**src/rtl/bdph_pkg.sv**
```systemverilog
package bdph_pkg;

    localparam int NUM_BUTTONS_DEF = 4;
    localparam int MAX_RESULTS     = 4;
    localparam int IN_W            = 4;
    localparam int CNT_W           = 8;
    localparam int DUR_W           = 16;
    localparam int WR_DATA_W       = 16;
    localparam int WR_INDEX_W      = 2;

    localparam logic [CNT_W-1:0] DEBOUNCE_RST = 8'd10;
    localparam logic [DUR_W-1:0] HOLD_RST     = 16'd1000;
    localparam logic [IN_W-1:0]  MASK_RST     = 4'hF;
    localparam logic             HOLD_EN_RST  = 1'b1;

    typedef enum logic [1:0] {
        ACT_PRESS   = 2'd0,
        ACT_RELEASE = 2'd1,
        ACT_HOLD    = 2'd2
    } action_t;

    typedef enum logic [WR_INDEX_W-1:0] {
        REG_DEBOUNCE = 2'd0,
        REG_HOLD     = 2'd1,
        REG_MASK     = 2'd2,
        REG_HOLD_EN  = 2'd3
    } reg_index_t;

    typedef struct packed {
        logic [CNT_W-1:0] debounce_ms;
        logic [DUR_W-1:0] hold_ms;
        logic             hold_enable;
    } btn_cfg_t;

    typedef struct packed {
        logic             valid;
        action_t          action;
        logic [DUR_W-1:0] duration;
    } btn_event_t;

endpackage

```
**src/rtl/bdph_button.sv**
```systemverilog
module bdph_button
    import bdph_pkg::*;
(
    input  logic       clk,
    input  logic       rst_n,
    input  logic       tick,
    input  logic       level,
    input  btn_cfg_t   cfg,
    output btn_event_t evt
);

    logic             last_reg, last_next;
    logic [CNT_W-1:0] count_reg, count_next;
    logic             acc_reg, acc_next;
    logic [DUR_W-1:0] elapsed_reg, elapsed_next;
    logic             fired_reg, fired_next;

    always_comb
    begin
        last_next    = last_reg;
        count_next   = count_reg;
        acc_next     = acc_reg;
        fired_next   = fired_reg;
        evt          = '0;
        evt.action   = ACT_PRESS;

        elapsed_next = elapsed_reg;
        if (acc_reg && (elapsed_reg != '1))
        begin
            elapsed_next = elapsed_reg + 1'b1;
        end

        if (level != last_reg)
        begin
            last_next  = level;
            count_next = '0;
        end
        else if (count_reg != '1)
        begin
            count_next = count_reg + 1'b1;
        end

        if (count_next >= cfg.debounce_ms)
        begin
            if (level != acc_reg)
            begin
                acc_next  = level;
                evt.valid = 1'b1;
                if (level)
                begin
                    elapsed_next = '0;
                    evt.action   = ACT_PRESS;
                    evt.duration = '0;
                end
                else
                begin
                    fired_next   = 1'b0;
                    evt.action   = ACT_RELEASE;
                    evt.duration = elapsed_next;
                end
            end

            // A fresh press clears the elapsed time, so a hold can never
            // coincide with a press or release event of the same tick.
            if (acc_next && cfg.hold_enable && !fired_next && (elapsed_next > cfg.hold_ms))
            begin
                fired_next   = 1'b1;
                evt.valid    = 1'b1;
                evt.action   = ACT_HOLD;
                evt.duration = elapsed_next;
            end
        end
    end

    always_ff @(posedge clk or negedge rst_n)
    begin
        if (!rst_n)
        begin
            last_reg    <= 1'b0;
            count_reg   <= '0;
            acc_reg     <= 1'b0;
            elapsed_reg <= '0;
            fired_reg   <= 1'b0;
        end
        else if (tick)
        begin
            last_reg    <= last_next;
            count_reg   <= count_next;
            acc_reg     <= acc_next;
            elapsed_reg <= elapsed_next;
            fired_reg   <= fired_next;
        end
    end

endmodule

```
**src/rtl/button_debounce_press_hold.sv**
```systemverilog
// Button debouncer with press, release and hold events.
// Input channel (in_valid/in_ready, raw_levels): one item per millisecond
// tick carrying the raw pin level of every button. Output channel
// (out_valid/out_ready): one item per event, with button_index, action
// (press, release, hold), duration_ms and last_event marking the final
// event of a tick. Events of one tick leave in ascending button order.
// Flow: the events of an accepted tick are first captured in the pending
// registers, then move one at a time into the single output register. A tick
// with no events leaves nothing pending, so such ticks can be accepted every
// cycle while nothing is pending. The next tick is accepted in the cycle the
// last pending event of the current tick moves into the output register.
// When the receiver stalls, the output register holds its event and
// the pending events of the tick wait, and then input is refused.
// Configuration: wr_en/wr_index/wr_data write a configuration register.
// Reset restores the default configuration and clears all button state,
// pending events and the valid flag of the output register.
module button_debounce_press_hold
    import bdph_pkg::*;
#(
    parameter int NUM_BUTTONS = NUM_BUTTONS_DEF
)
(
    input  logic                  clk,
    input  logic                  rst_n,
    input  logic                  in_valid,
    output logic                  in_ready,
    input  logic [IN_W-1:0]       raw_levels,
    output logic                  out_valid,
    input  logic                  out_ready,
    output logic [1:0]            button_index,
    output logic [1:0]            action,
    output logic [DUR_W-1:0]      duration_ms,
    output logic                  last_event,
    input  logic                  wr_en,
    input  logic [WR_INDEX_W-1:0] wr_index,
    input  logic [WR_DATA_W-1:0]  wr_data
);

    localparam int IDX_W = (NUM_BUTTONS > 1) ? $clog2(NUM_BUTTONS) : 1;

    // Configuration registers
    logic [CNT_W-1:0] debounce_reg;
    logic [DUR_W-1:0] hold_reg;
    logic [IN_W-1:0]  mask_reg;
    logic             hold_en_reg;
    btn_cfg_t         cfg;

    always_ff @(posedge clk or negedge rst_n)
    begin
        if (!rst_n)
        begin
            debounce_reg <= DEBOUNCE_RST;
            hold_reg     <= HOLD_RST;
            mask_reg     <= MASK_RST;
            hold_en_reg  <= HOLD_EN_RST;
        end
        else if (wr_en)
        begin
            case (reg_index_t'(wr_index))
                REG_DEBOUNCE: debounce_reg <= wr_data[CNT_W-1:0];
                REG_HOLD:     hold_reg     <= wr_data[DUR_W-1:0];
                REG_MASK:     mask_reg     <= wr_data[IN_W-1:0];
                REG_HOLD_EN:  hold_en_reg  <= wr_data[0];
                default:      ;
            endcase
        end
    end

    assign cfg.debounce_ms = debounce_reg;
    assign cfg.hold_ms     = hold_reg;
    assign cfg.hold_enable = hold_en_reg;

    // Per-button debounce cells
    logic                   accept;
    logic [NUM_BUTTONS-1:0] level;
    btn_event_t             evt [NUM_BUTTONS];

    for (genvar g = 0; g < NUM_BUTTONS; g++)
    begin : g_btn
        if (g < IN_W)
        begin : g_pin
            assign level[g] = raw_levels[g] ^ mask_reg[g];
        end
        else
        begin : g_nopin
            assign level[g] = 1'b0;
        end

        bdph_button u_button (
            .clk   (clk),
            .rst_n (rst_n),
            .tick  (accept),
            .level (level[g]),
            .cfg   (cfg),
            .evt   (evt[g])
        );
    end

    // Only the first MAX_RESULTS events of a tick are kept.
    logic [NUM_BUTTONS-1:0] keep_mask;
    logic [2:0]             keep_cnt;

    always_comb
    begin
        keep_mask = '0;
        keep_cnt  = '0;
        for (int i = 0; i < NUM_BUTTONS; i++)
        begin
            if (evt[i].valid && (keep_cnt < 3'(MAX_RESULTS)))
            begin
                keep_mask[i] = 1'b1;
                keep_cnt     = keep_cnt + 1'b1;
            end
        end
    end

    // Pending events of the current tick
    logic [NUM_BUTTONS-1:0] pend_mask_reg, pend_mask_next;
    action_t                pend_act_reg [NUM_BUTTONS];
    logic [DUR_W-1:0]       pend_dur_reg [NUM_BUTTONS];
    logic [NUM_BUTTONS-1:0] rest_mask;
    logic [IDX_W-1:0]       sel_idx;
    logic                   pend_any;
    logic                   move;

    always_comb
    begin
        sel_idx = '0;
        for (int i = NUM_BUTTONS - 1; i >= 0; i--)
        begin
            if (pend_mask_reg[i])
            begin
                sel_idx = IDX_W'(i);
            end
        end
    end

    assign rest_mask = pend_mask_reg & (pend_mask_reg - 1'b1);
    assign pend_any  = |pend_mask_reg;
    assign move      = pend_any && (!out_valid || out_ready);
    assign in_ready  = !pend_any || (move && (rest_mask == '0));
    assign accept    = in_valid && in_ready;

    always_comb
    begin
        pend_mask_next = pend_mask_reg;
        if (accept)
        begin
            pend_mask_next = keep_mask;
        end
        else if (move)
        begin
            pend_mask_next = rest_mask;
        end
    end

    always_ff @(posedge clk or negedge rst_n)
    begin
        if (!rst_n)
        begin
            pend_mask_reg <= '0;
        end
        else
        begin
            pend_mask_reg <= pend_mask_next;
        end
    end

    always_ff @(posedge clk)
    begin
        if (accept)
        begin
            for (int i = 0; i < NUM_BUTTONS; i++)
            begin
                pend_act_reg[i] <= evt[i].action;
                pend_dur_reg[i] <= evt[i].duration;
            end
        end
    end

    // Output register
    logic             out_valid_reg;
    logic [1:0]       index_reg;
    action_t          action_reg;
    logic [DUR_W-1:0] dur_reg;
    logic             last_reg;

    always_ff @(posedge clk or negedge rst_n)
    begin
        if (!rst_n)
        begin
            out_valid_reg <= 1'b0;
        end
        else if (move)
        begin
            out_valid_reg <= 1'b1;
        end
        else if (out_ready)
        begin
            out_valid_reg <= 1'b0;
        end
    end

    always_ff @(posedge clk)
    begin
        if (move)
        begin
            index_reg  <= 2'(sel_idx);
            action_reg <= pend_act_reg[sel_idx];
            dur_reg    <= pend_dur_reg[sel_idx];
            last_reg   <= (rest_mask == '0);
        end
    end

    assign out_valid    = out_valid_reg;
    assign button_index = index_reg;
    assign action       = action_reg;
    assign duration_ms  = dur_reg;
    assign last_event   = last_reg;

`ifndef SYNTHESIS
    a_keep_limit: assert property (@(posedge clk) disable iff (!rst_n)
        accept |=> ($countones(pend_mask_reg) <= MAX_RESULTS))
        else $error("more events pending than one tick may produce");

    a_pend_hold: assert property (@(posedge clk) disable iff (!rst_n)
        (pend_any && !move) |=> $stable(pend_mask_reg))
        else $error("pending events changed without moving to the output");

    a_burst: assert property (@(posedge clk) disable iff (!rst_n)
        (out_valid_reg && out_ready && !last_reg) |=> out_valid_reg)
        else $error("gap inside the events of one tick");
`endif

endmodule

```
**config.mk**
```make
export PLATFORM = sky130hd
export DESIGN_NAME = button_debounce_press_hold
export DESIGN_NICKNAME = d
export VERILOG_FILES = /design/src/rtl/bdph_pkg.sv /design/src/rtl/bdph_button.sv /design/src/rtl/button_debounce_press_hold.sv
export SDC_FILE = /design/constraint.sdc
export NUM_CORES = 1
export LEC_CHECK = 0
export BUFFER_PORTS_ARGS = -buffer_cell sky130_fd_sc_hd__buf_2
export CELL_PAD_IN_SITES_DETAIL_PLACEMENT = 1
export CELL_PAD_IN_SITES_GLOBAL_PLACEMENT = 2
export CORE_MARGIN = 4
export CORE_UTILIZATION = 40
export CTS_BUF_LIST = sky130_fd_sc_hd__clkbuf_16
export DETAILED_ROUTE_END_ITERATION = 7
export GPL_TIMING_DRIVEN = 0
export PLACE_DENSITY = 0.91
export SETUP_SLACK_MARGIN = 0.4
export SLEW_MARGIN = 40
export SYNTH_ARGS = -nofsm -noshare
export SYNTH_HDL_FRONTEND = slang
export SYNTH_SLANG_ARGS = --single-unit
```
**constraint.sdc**
```tcl
create_clock -name clk -period 7.9 [get_ports clk]
set_input_delay 1.58 -clock clk [delete_from_list [all_inputs] [get_ports clk]]
set_output_delay 1.58 -clock clk [all_outputs]
set_load 0.1 [all_outputs]
```
==> results.toml, run 1 <==
[run_status]
status = "completed"

[drt]
first_iter_violations = 932
drtAntennaViolNets = 0
drt_first_pass_iters = 5
drc = 0
viasPerCell = 5.96
post_drt_wl_per_cell_um = 23.3
vias = 12691
wl_mm = 49.7

[synth]
synth_area_leaders = "dfrtp_1 22%, edfxtp_1 19%, ha_1 9.3%, nand2_1 5.6%, o21ai_0 3.3%"
synth_cells = 1563
ys_seq_area_frac = 0.434
synth_ff_type = "dfrtp_1"
synth.distinct_cells = 82
synth_seq_cells = 235
netlist.area_leader.share = 0.220
synth_area_um2 = 14700
synth_edf_count = 93
avgSynthCellArea_um2 = 9.38
syn_nets = 1699
yosys.area.top_type = "dfrtp_1"
yosysMostFrequentCell = "nand2_1"
synthArstFlopShare = 0.604
yosys_warnings = 0
synthTopCellsByCount = "218 x nand2_1, 129 x dfrtp_1, 117 x nor2_1"

[clock_tree]
cts_setup_buffers = 0
cts_resized = 0
clk_latency_ns = 0.56
hold_buffers = 0
cts_tree = "yes"
root_buffer = "clkbuf_16"
clkTransAtPathRegs_ns = 0.06
clk_path_buf_depth = 3
cts.sinks = 235
numCtsBuffers = 28
cts_max_level = 1

[flow_run]
maxCapViolCount = 0

[power]
ir_worst_vdd_mv = 0.188
power_density_nw_per_um2 = 322
power_w = 0.00535
p_clk_frac = 0.243
pwr-share-seq = 0.340
p_sw_w = 0.00230
p_leak_nw = 7.07
combPwrFrac = 0.417
p_sw_frac = 0.430
p_int_w = 0.00305

[timing]
slew_viol_final = 0
fin_crit_sh = 0.775
hold_viol = 0
rsz0062_at_grt = "false"
setup_violations = 0
clock_skew_ns = 0.0122
worst_slew_pin_slew_ns = 0.885
fin_crit_ns = 6.12
tns_ns = 0
slew_headroom = 0.407
fmax_mhz = 163

[finish]
multi_input_area_um2 = 7800
nNetsFinal = 1784
post-route-util = 0.463
drive_above_1_share = 0.122
syn2layout_area_growth_pct = 13.1
nFillCells = 4108
antenna_cells = 0
seqCellArea_um2 = 6360

[floorplanning]
start_util = 0.409
die_area_um2 = 39800
rows = 69
io_pins = 50
die_y_um = 199
core-area_um2 = 35800
die_w_um = 199

[worst_setup_path]
cp.arrival_ns = 6.55
worstPathCellList = "buf_2, xor2_2, ha_1, nor2b_1, clkbuf_1, buf_1, nor2_1, ha_1, nor2b_1, o211a_1, o21ai_0, a2111oi_2, o31ai_2, buf_2, nor2_1, ha_1, nand2_1, a211oi_1, o41ai_1"
crit_fanout = 10
reg2reg_slack_ns = 2.35
critPathKind = "in -> reg"
start_kind = "input port"
slowest_delay_ns = 0.66
critical_path.top_delay_family = "compound AO/OA/AOI/OAI gates"
crit_buf_inv = 4
slowest_stage = "o31ai_2"
required_ns = 8.33
cpMostUsedCell = "ha_1"
cp-end-kind = "flop"

[grt]
grt-ovfl-total = 0
antenna_found_initial = 2
track_usage = 0.250
first_global_vias = 12984
grt_max_degree = 60
grt_pass1_wl_mm = 76.7

[placed_design]
dp_hpwl_mm = 37.6
port_buffers = 49
gp_congestion = 0.909

[min_path]
hold_class = "reg -> reg"
## tightest hold or removal path, cell delays in order, from the launching register on
cell     delay (ns)
dfrtp_1        0.36
nand2_1        0.05
o21ai_0        0.06
## placed cells by master (no fill, tap or decap), drive strengths merged, types with 33 or more instances in the layout
| cell type | count |
|---|---|
| nand2 | 219 |
| nand4 | 44 |
| xor2 | 33 |
| dfrtp | 129 |
| nor2 | 117 |
| inv | 66 |
| and3 | 44 |
| nand3 | 49 |
| xnor2 | 38 |
| o21ai | 105 |
| ha | 109 |
| clkbuf | 69 |
| buf | 81 |
| a21oi | 74 |
| nor3 | 63 |
| edfxtp | 93 |
## cells by family after synthesis
logic type,count (synthesis),synth area share
AOI/OAI and AO/OA,331,0.144
xor gates and xnor gates,71,0.0439
adders and majority gates,109,0.0930
buffers and inverters,128,0.0351
DFF,235,0.434
muxes,42,0.0317
and+or+nand+nor,647,0.219
## per-layer routing
layer  vias up  share of wire  GRT usage
li1       5881              -          -
met1      6310           0.44      0.345
met3       103          0.064     0.0361
met5         -        0.00034          0
met4         2          0.037     0.0825
met2       395           0.46      0.407
## final timing paths
kind                                                        start                                      endpoint  cells after the start
setup reg to reg                          mask_reg[0]$_DFFE_PN1P_                  pend_mask_reg[3]$_DFFE_PN0P_                     18
min in group asynchronous                                   rst_n  g_btn[1].u_button.elapsed_reg[6]$_DFFE_PN0P_                      1
max in group asynchronous                                   rst_n                         out_valid$_DFFE_PN0P_                      3
setup / recovery                                    raw_levels[0]                  pend_mask_reg[3]$_DFFE_PN0P_                     19
hold / removal             g_btn[1].u_button.last_reg$_DFFE_PN0P_        g_btn[1].u_button.last_reg$_DFFE_PN0P_                      2
hold reg to reg            g_btn[1].u_button.last_reg$_DFFE_PN0P_        g_btn[1].u_button.last_reg$_DFFE_PN0P_                      2
## per-stage QoR
step	cell area (um^2)	hold slack (ns)	worst slack [ns]	std cells
3_5_place_dp	15700	0.491	1.24	2079
2_1_floorplan	14700	0.462	2.45	1563
3_3_place_gp	15500	0.482	1.18	2073
5_1_grt	16600	0.517	1.31	2131
4_1_cts	16600	0.504	1.85	2131
6_report	16600	0.508	1.78	2131
## cell type report
type | instances | share of cell area
Clock buffer | 30 | 0.0453
Inverter | 63 | 0.0143
Buffer | 65 | 0.0168
Multi-Input combinational cell | 1200 | 0.470
Tap cell | 461 | 0.0348
Sequential cell | 235 | 0.384
Clock inverter | 22 | 0.0103
Timing Repair Buffer | 55 | 0.0246
## power by group through the flow
stage / clock (W) / sequential [W] / combinational, W
floorplan: 0 / 0.00191 / 0.00137
global placement: 0 / 0.00182 / 0.00207
detailed placement: 0 / 0.00183 / 0.00220
CTS: 0.00132 / 0.00181 / 0.00222
global route: 0.00138 / 0.00185 / 0.00246
finish: 0.00130 / 0.00182 / 0.00223
Power figures use the tool's default switching activity.
==> run 2, diff against run 1 <==
- ABC_AREA: unset -> 1
- CORE_UTILIZATION: 40 -> 38
- clock period: 7.9 -> 6.35 ns (I/O delays scaled with it)
==> run 2 against run 1 <==
Effect of this change:
- critical path type unchanged
- via count about the same
- core utilization down 2.5 points
- flip-flop and latch count unchanged
- routed wire length down 5.1%
- critical path depth up 6
- clock skew up 0.017 ns
- combinational power up 83%
- count of clock-buffer cells in the layout down 2
- first-iteration DRC count down 22%
- total power up 52%
- hold slack worse by 0.022 ns
==> results.toml, run 2 <==
[finish]
final_cell_mix = "349 x nand2_1, 221 x nor2_1, 220 x inv_1"
final_common_cell = "nand2_1"
antenna_cells = 0
drive_above_1_share = 0.0896
nNetsFinal = 1990
syn2layout_area_growth_pct = 12.7
nFillCells = 4513

[timing]
setup_violations = 0
fin_crit_ns = 4.83
fin_crit_sh = 0.761
rsz0062_at_grt = "false"
hold_slack_ns = 0.487
hold_viol = 0
fmax_mhz = 207
slew_viol_final = 0
tns_ns = 0
slew_headroom = 0.470
worst_slew_pin_slew_ns = 0.796
clock_skew_ns = 0.0290

[grt]
antenna_found_initial = 1
first_global_vias = 13249
track_usage = 0.231
grt-ovfl-total = 0
grt_pass1_wl_mm = 74.9
grt_max_degree = 82

[synth]
yosysMostFrequentCell = "nand2_1"
synth.distinct_cells = 45
netlist.area_leader.share = 0.225
synth_ff_type = "dfrtp_1"
syn_nets = 1908
synth_area_leaders = "dfrtp_1 23%, edfxtp_1 19%, ha_1 9.5%, nand2_1 9.1%, nor2_1 5.8%"
ys_seq_area_frac = 0.444
synth_edf_count = 93
synth_seq_cells = 235
avgSynthCellArea_um2 = 8.09
yosys_warnings = 0
yosys.area.top_type = "dfrtp_1"
synthTopCellsByCount = "349 x nand2_1, 222 x nor2_1, 211 x inv_1"
synthArstFlopShare = 0.604
synth_area_um2 = 14300
synth_cells = 1772

[clock_tree]
clk_latency_ns = 0.58
cts_tree = "yes"
cts.sinks = 235
cts_max_level = 1
clk_path_buf_depth = 3
root_buffer = "clkbuf_16"
numCtsBuffers = 28
clkTransAtPathRegs_ns = 0.06
hold_buffers = 0
cts_resized = 0
cts_setup_buffers = 0

[drt]
post_drt_wl_per_cell_um = 19.8
wl_mm = 47.1
first_iter_violations = 730
drc = 0
drtAntennaViolNets = 0
viasPerCell = 5.34
drt_first_pass_iters = 5
vias = 12701

[power]
power_density_nw_per_um2 = 504
p_leak_nw = 7.40
ir_worst_vdd_mv = 0.279

[worst_setup_path]
required_ns = 6.83
crit_buf_inv = 7
critPathKind = "in -> reg"
cp.arrival_ns = 5.31
slowest_stage = "clkbuf_1"
cp-end-kind = "flop"
critical_path.top_delay_family = "buffers and inverters"
crit_fanout = 10
reg2reg_slack_ns = 1.93
start_kind = "input port"
slowest_delay_ns = 0.41

[floorplanning]
die_area_um2 = 40900
die_w_um = 202
rows = 70
core-area_um2 = 36900
start_util = 0.389
io_pins = 50
die_y_um = 202

[run_status]
status = "completed"

[min_path]
hold_class = "reg -> reg"

[placed_design]
gp_congestion = 0.879
dp_hpwl_mm = 36.0
port_buffers = 49

[flow_run]
maxCapViolCount = 0
==> run 2: cell types whose count changed after synthesis, moves of 28 or more <==
cell and change:
o21ai_0 +55, mux2_2 -31, nand3_1 +29, inv_1 +151, and3_1 -44, o21ai_1 +28, xnor2_1 -34, o22ai_1 +38
nand2_1 +131, nor2_1 +105
==> run 2: layer usage <==
metal  wire [um]  GRT usage  vias up
li1            -          -     6063
met1       21200      0.314     6271
met2       22300      0.394      301
met3        2510     0.0298       66
met4        1150     0.0521        0
met5           0          0        -
==> run 2: final timing paths <==
check                                   startpoint                                           end  depth (start not counted)
setup / recovery                     raw_levels[0]                  pend_mask_reg[3]$_DFFE_PN0P_                         25
hold / removal             hold_reg[2]$_DFFE_PN0P_                       hold_reg[2]$_DFFE_PN0P_                          2
setup reg to reg           mask_reg[0]$_DFFE_PN1P_                  pend_mask_reg[3]$_DFFE_PN0P_                         24
hold reg to reg            hold_reg[2]$_DFFE_PN0P_                       hold_reg[2]$_DFFE_PN0P_                          2
max in group asynchronous                    rst_n                       mask_reg[0]$_DFFE_PN1P_                          3
min in group asynchronous                    rst_n  g_btn[2].u_button.elapsed_reg[5]$_DFFE_PN0P_                          1
==> run 2: worst min-delay path, cell delays in order, from the launching register on <==
cell	delay, ns
dfrtp_1	0.34
nand2_1	0.05
o21ai_0	0.06
==> run 2: cell families after synthesis <==
kind of cell | count (synthesis) | synth area share
compound gates | 353 | 0.132
flops | 235 | 0.444
xor+xnor | 55 | 0.0346
simple gates | 755 | 0.221
fa+ha+maj | 109 | 0.0951
buf+inv | 265 | 0.0739
==> run 2: area by class of cell <==
class,instances,area [um^2],area share
inverter,218,823,0.0510
clock buffer,28,701,0.0434
sequential,235,6360,0.394
multi-input combinational,1272,6920,0.429
buffer,47,243,0.0150
timing repair buffer,52,325,0.0201
tap,504,631,0.0390
clock inverter,24,146,0.00906
==> run 2: stage by stage <==
| stage | cell area, um^2 | instances | power (W) | worst slack (ns) | utilization |
|---|---|---|---|---|---|
| 2_1_floorplan | 14300 | 1772 | 0.00528 | 1.78 | - |
| 3_3_place_gp | 15200 | 2325 | 0.00641 | 1.07 | 0.413 |
| 3_5_place_dp | 15300 | 2328 | 0.00662 | 0.984 | 0.415 |
| 4_1_cts | 16200 | 2380 | 0.00818 | 1.52 | 0.438 |
| 5_1_grt | 16200 | 2380 | 0.00873 | 1.15 | 0.438 |
| 6_report | 16200 | 2380 | 0.00814 | 1.52 | 0.438 |
==> run 2: where the power goes <==
group / leakage, nW / switching (W) / internal, W
logic: 4.22 / 0.00301 / 0.00106
registers: 2.73 / 0.000356 / 0.00219
clock network: 0.444 / 0.000683 / 0.000840
total: 7.40 / 0.00405 / 0.00408
==> run 3, diff against run 2 <==
- CORE_UTILIZATION: 38 -> 35
- PLACE_DENSITY: 0.91 -> 0.88
- clock period: 6.35 -> 4.3 ns (I/O delays scaled with it)
==> run 3 against run 2 <==
Effect of this change:
- cell area rose by 4.3%
- flip-flop and latch count did not move
- critical endpoint unchanged
- combinational power up 57%
- clock power up 59%
- sequential share of layout area shrank 1.6 points
==> results.toml, run 3 (same netlist as run 2, synthesis figures left out) <==
[timing]
fin_crit_sh = 0.887
slew_viol_final = 0
fin_crit_ns = 3.81
clock_skew_ns = 0.0274
hold_viol = 0
worst_slew_pin_slew_ns = 0.886
setup_violations = 0
fmax_mhz = 262
slew_headroom = 0.409
setup_slack_ns = 0.486
rsz0062_at_grt = "true"

[placed_design]
dp.cells = 2349
gp_congestion = 0.895
port_buffers = 49
dp_hpwl_mm = 35.8
post-place-ws_ns = -0.360

[grt]
grt-ovfl-total = 0
track_usage = 0.210
grt_max_degree = 82
grt_pass1_wl_mm = 73.5
first_global_vias = 13074
antenna_found_initial = 0

[finish]
drive_above_1_share = 0.141
nNetsFinal = 2014
stdcell_count = 2425
final_common_cell = "nand2_1"
antenna_cells = 0
syn2layout_area_growth_pct = 17.6
nFillCells = 4803
final_cell_mix = "343 x nand2_1, 212 x inv_1, 210 x nor2_1"

[worst_setup_path]
timing.rr.start = "mask_reg[0]$_DFFE_PN1P_"
critPathKind = "in -> reg"
required_ns = 4.80
reg2reg_slack_ns = 0.50
slowest_stage = "ha_4"
cpMostUsedCell = "nand2_2"
rr_endpoint = "pend_mask_reg[3]$_DFFE_PN0P_"
slowest_delay_ns = 0.27
crit_fanout = 5
cp.arrival_ns = 4.31
cp-end-kind = "flop"
endpoint = "pend_mask_reg[3]$_DFFE_PN0P_"
worstRegToRegCells = 26
cp-startpoint = "raw_levels[0]"
start_kind = "input port"

[floorplanning]
rows = 73
die_area_um2 = 44300
core-area_um2 = 40100
io_pins = 50
die_w_um = 210
die_y_um = 210
start_util = 0.358

[power]
power_w = 0.0126
ir_worst_vdd_mv = 0.426
power_density_nw_per_um2 = 748
p_leak_nw = 7.62

[drt]
drt_first_pass_iters = 5
first_iter_violations = 735
drtAntennaViolNets = 0
vias = 12891
viasPerCell = 5.32
wl_mm = 48.3
post_drt_wl_per_cell_um = 19.9
drc = 0

[min_path]
hold_class = "in -> async"

[clock_tree]
hold_buffers = 0
clkTransAtPathRegs_ns = 0.07
cts_max_level = 1
cts.sinks = 235
clk_latency_ns = 0.58
clk_path_buf_depth = 3
numCtsBuffers = 28
root_buffer = "clkbuf_16"
cts_tree = "yes"

[run_status]
status = "completed"

[flow_run]
maxCapViolCount = 0
==> run 3: changes by cell type in the layout (fill, tap and decap cells not counted), moves of 6 or more <==
cell     previous run  this run
o21ai_0           151       144
xor2_1             50        43
buf_4               0        23
nand2_1           349       343
xor2_2              2         9
nand3_1            78        67
inv_1             220       212
nor2_1            221       210
nor2_2             10        17
nand3_2             0         8
o21ai_2             1        11
==> run 3: layer usage <==
metal | vias up | global-route usage | share of wire
li1 | 6120 | - | -
met1 | 6410 | 0.285 | 0.45
met5 | - | 0 | 0
met4 | 0 | 0.0592 | 0.028
met3 | 73 | 0.0302 | 0.048
met2 | 288 | 0.355 | 0.48
==> run 3: critical path: cells and delay by family <==
kind | cells | cell delay, ns
buffers and inverters | 8 | 0.82
adder cells (fa/ha/maj) | 3 | 0.77
AO/OA/AOI/OAI | 1 | 0.13
AND/OR/NAND/NOR | 15 | 1.72
==> run 3: area by class of cell <==
cell class / instances / area (um^2) / area share
multi-input combinational: 1272 / 7250 / 0.430
tap: 525 / 657 / 0.0390
inverter: 218 / 835 / 0.0495
clock buffer: 29 / 726 / 0.0430
clock inverter: 23 / 198 / 0.0117
timing repair buffer: 76 / 536 / 0.0318
buffer: 47 / 285 / 0.0169
sequential: 235 / 6370 / 0.378
==> run 3: how the worst min path moves through the flow <==
stage               cells past startpoint                                          to  slack [ns]
floorplan                               1     g_btn[3].u_button.fired_reg$_DFFE_PN0P_        0.44
global placement                        1     g_btn[3].u_button.fired_reg$_DFFE_PN0P_        0.45
detailed placement                      1     g_btn[3].u_button.fired_reg$_DFFE_PN0P_        0.47
CTS                                     1                       out_valid$_DFFE_PN0P_        0.21
global route                            1                       out_valid$_DFFE_PN0P_        0.23
finish                                  1  g_btn[0].u_button.count_reg[5]$_DFFE_PN0P_        0.21
==> run 3: power by group <==
group	internal [W]	switching, W	leakage, nW
logic	0.00179	0.00461	4.42
clock network	0.00140	0.00102	0.465
registers	0.00323	0.000549	2.73
total	0.00643	0.00617	7.62
==> run 3: timing repair <==
item,4_1_cts,5_1_grt
hold endpoints to repair,0,0
gates resized for setup,20,86
buffers inserted,1,22
pin swaps,1,22
setup endpoints to repair,27,60
cloned,0,1
==> run 3: stage by stage <==
stage / setup TNS (ns) / instance area, um^2 / hold slack [ns] / util
floorplan: 0 / 14400 / 0.443 / -
global placement: -4.44 / 15300 / 0.454 / 0.381
detailed placement: -2.94 / 15400 / 0.468 / 0.383
CTS: 0 / 16300 / 0.210 / 0.408
global route: 0 / 16900 / 0.230 / 0.420
finish: 0 / 16900 / 0.207 / 0.420
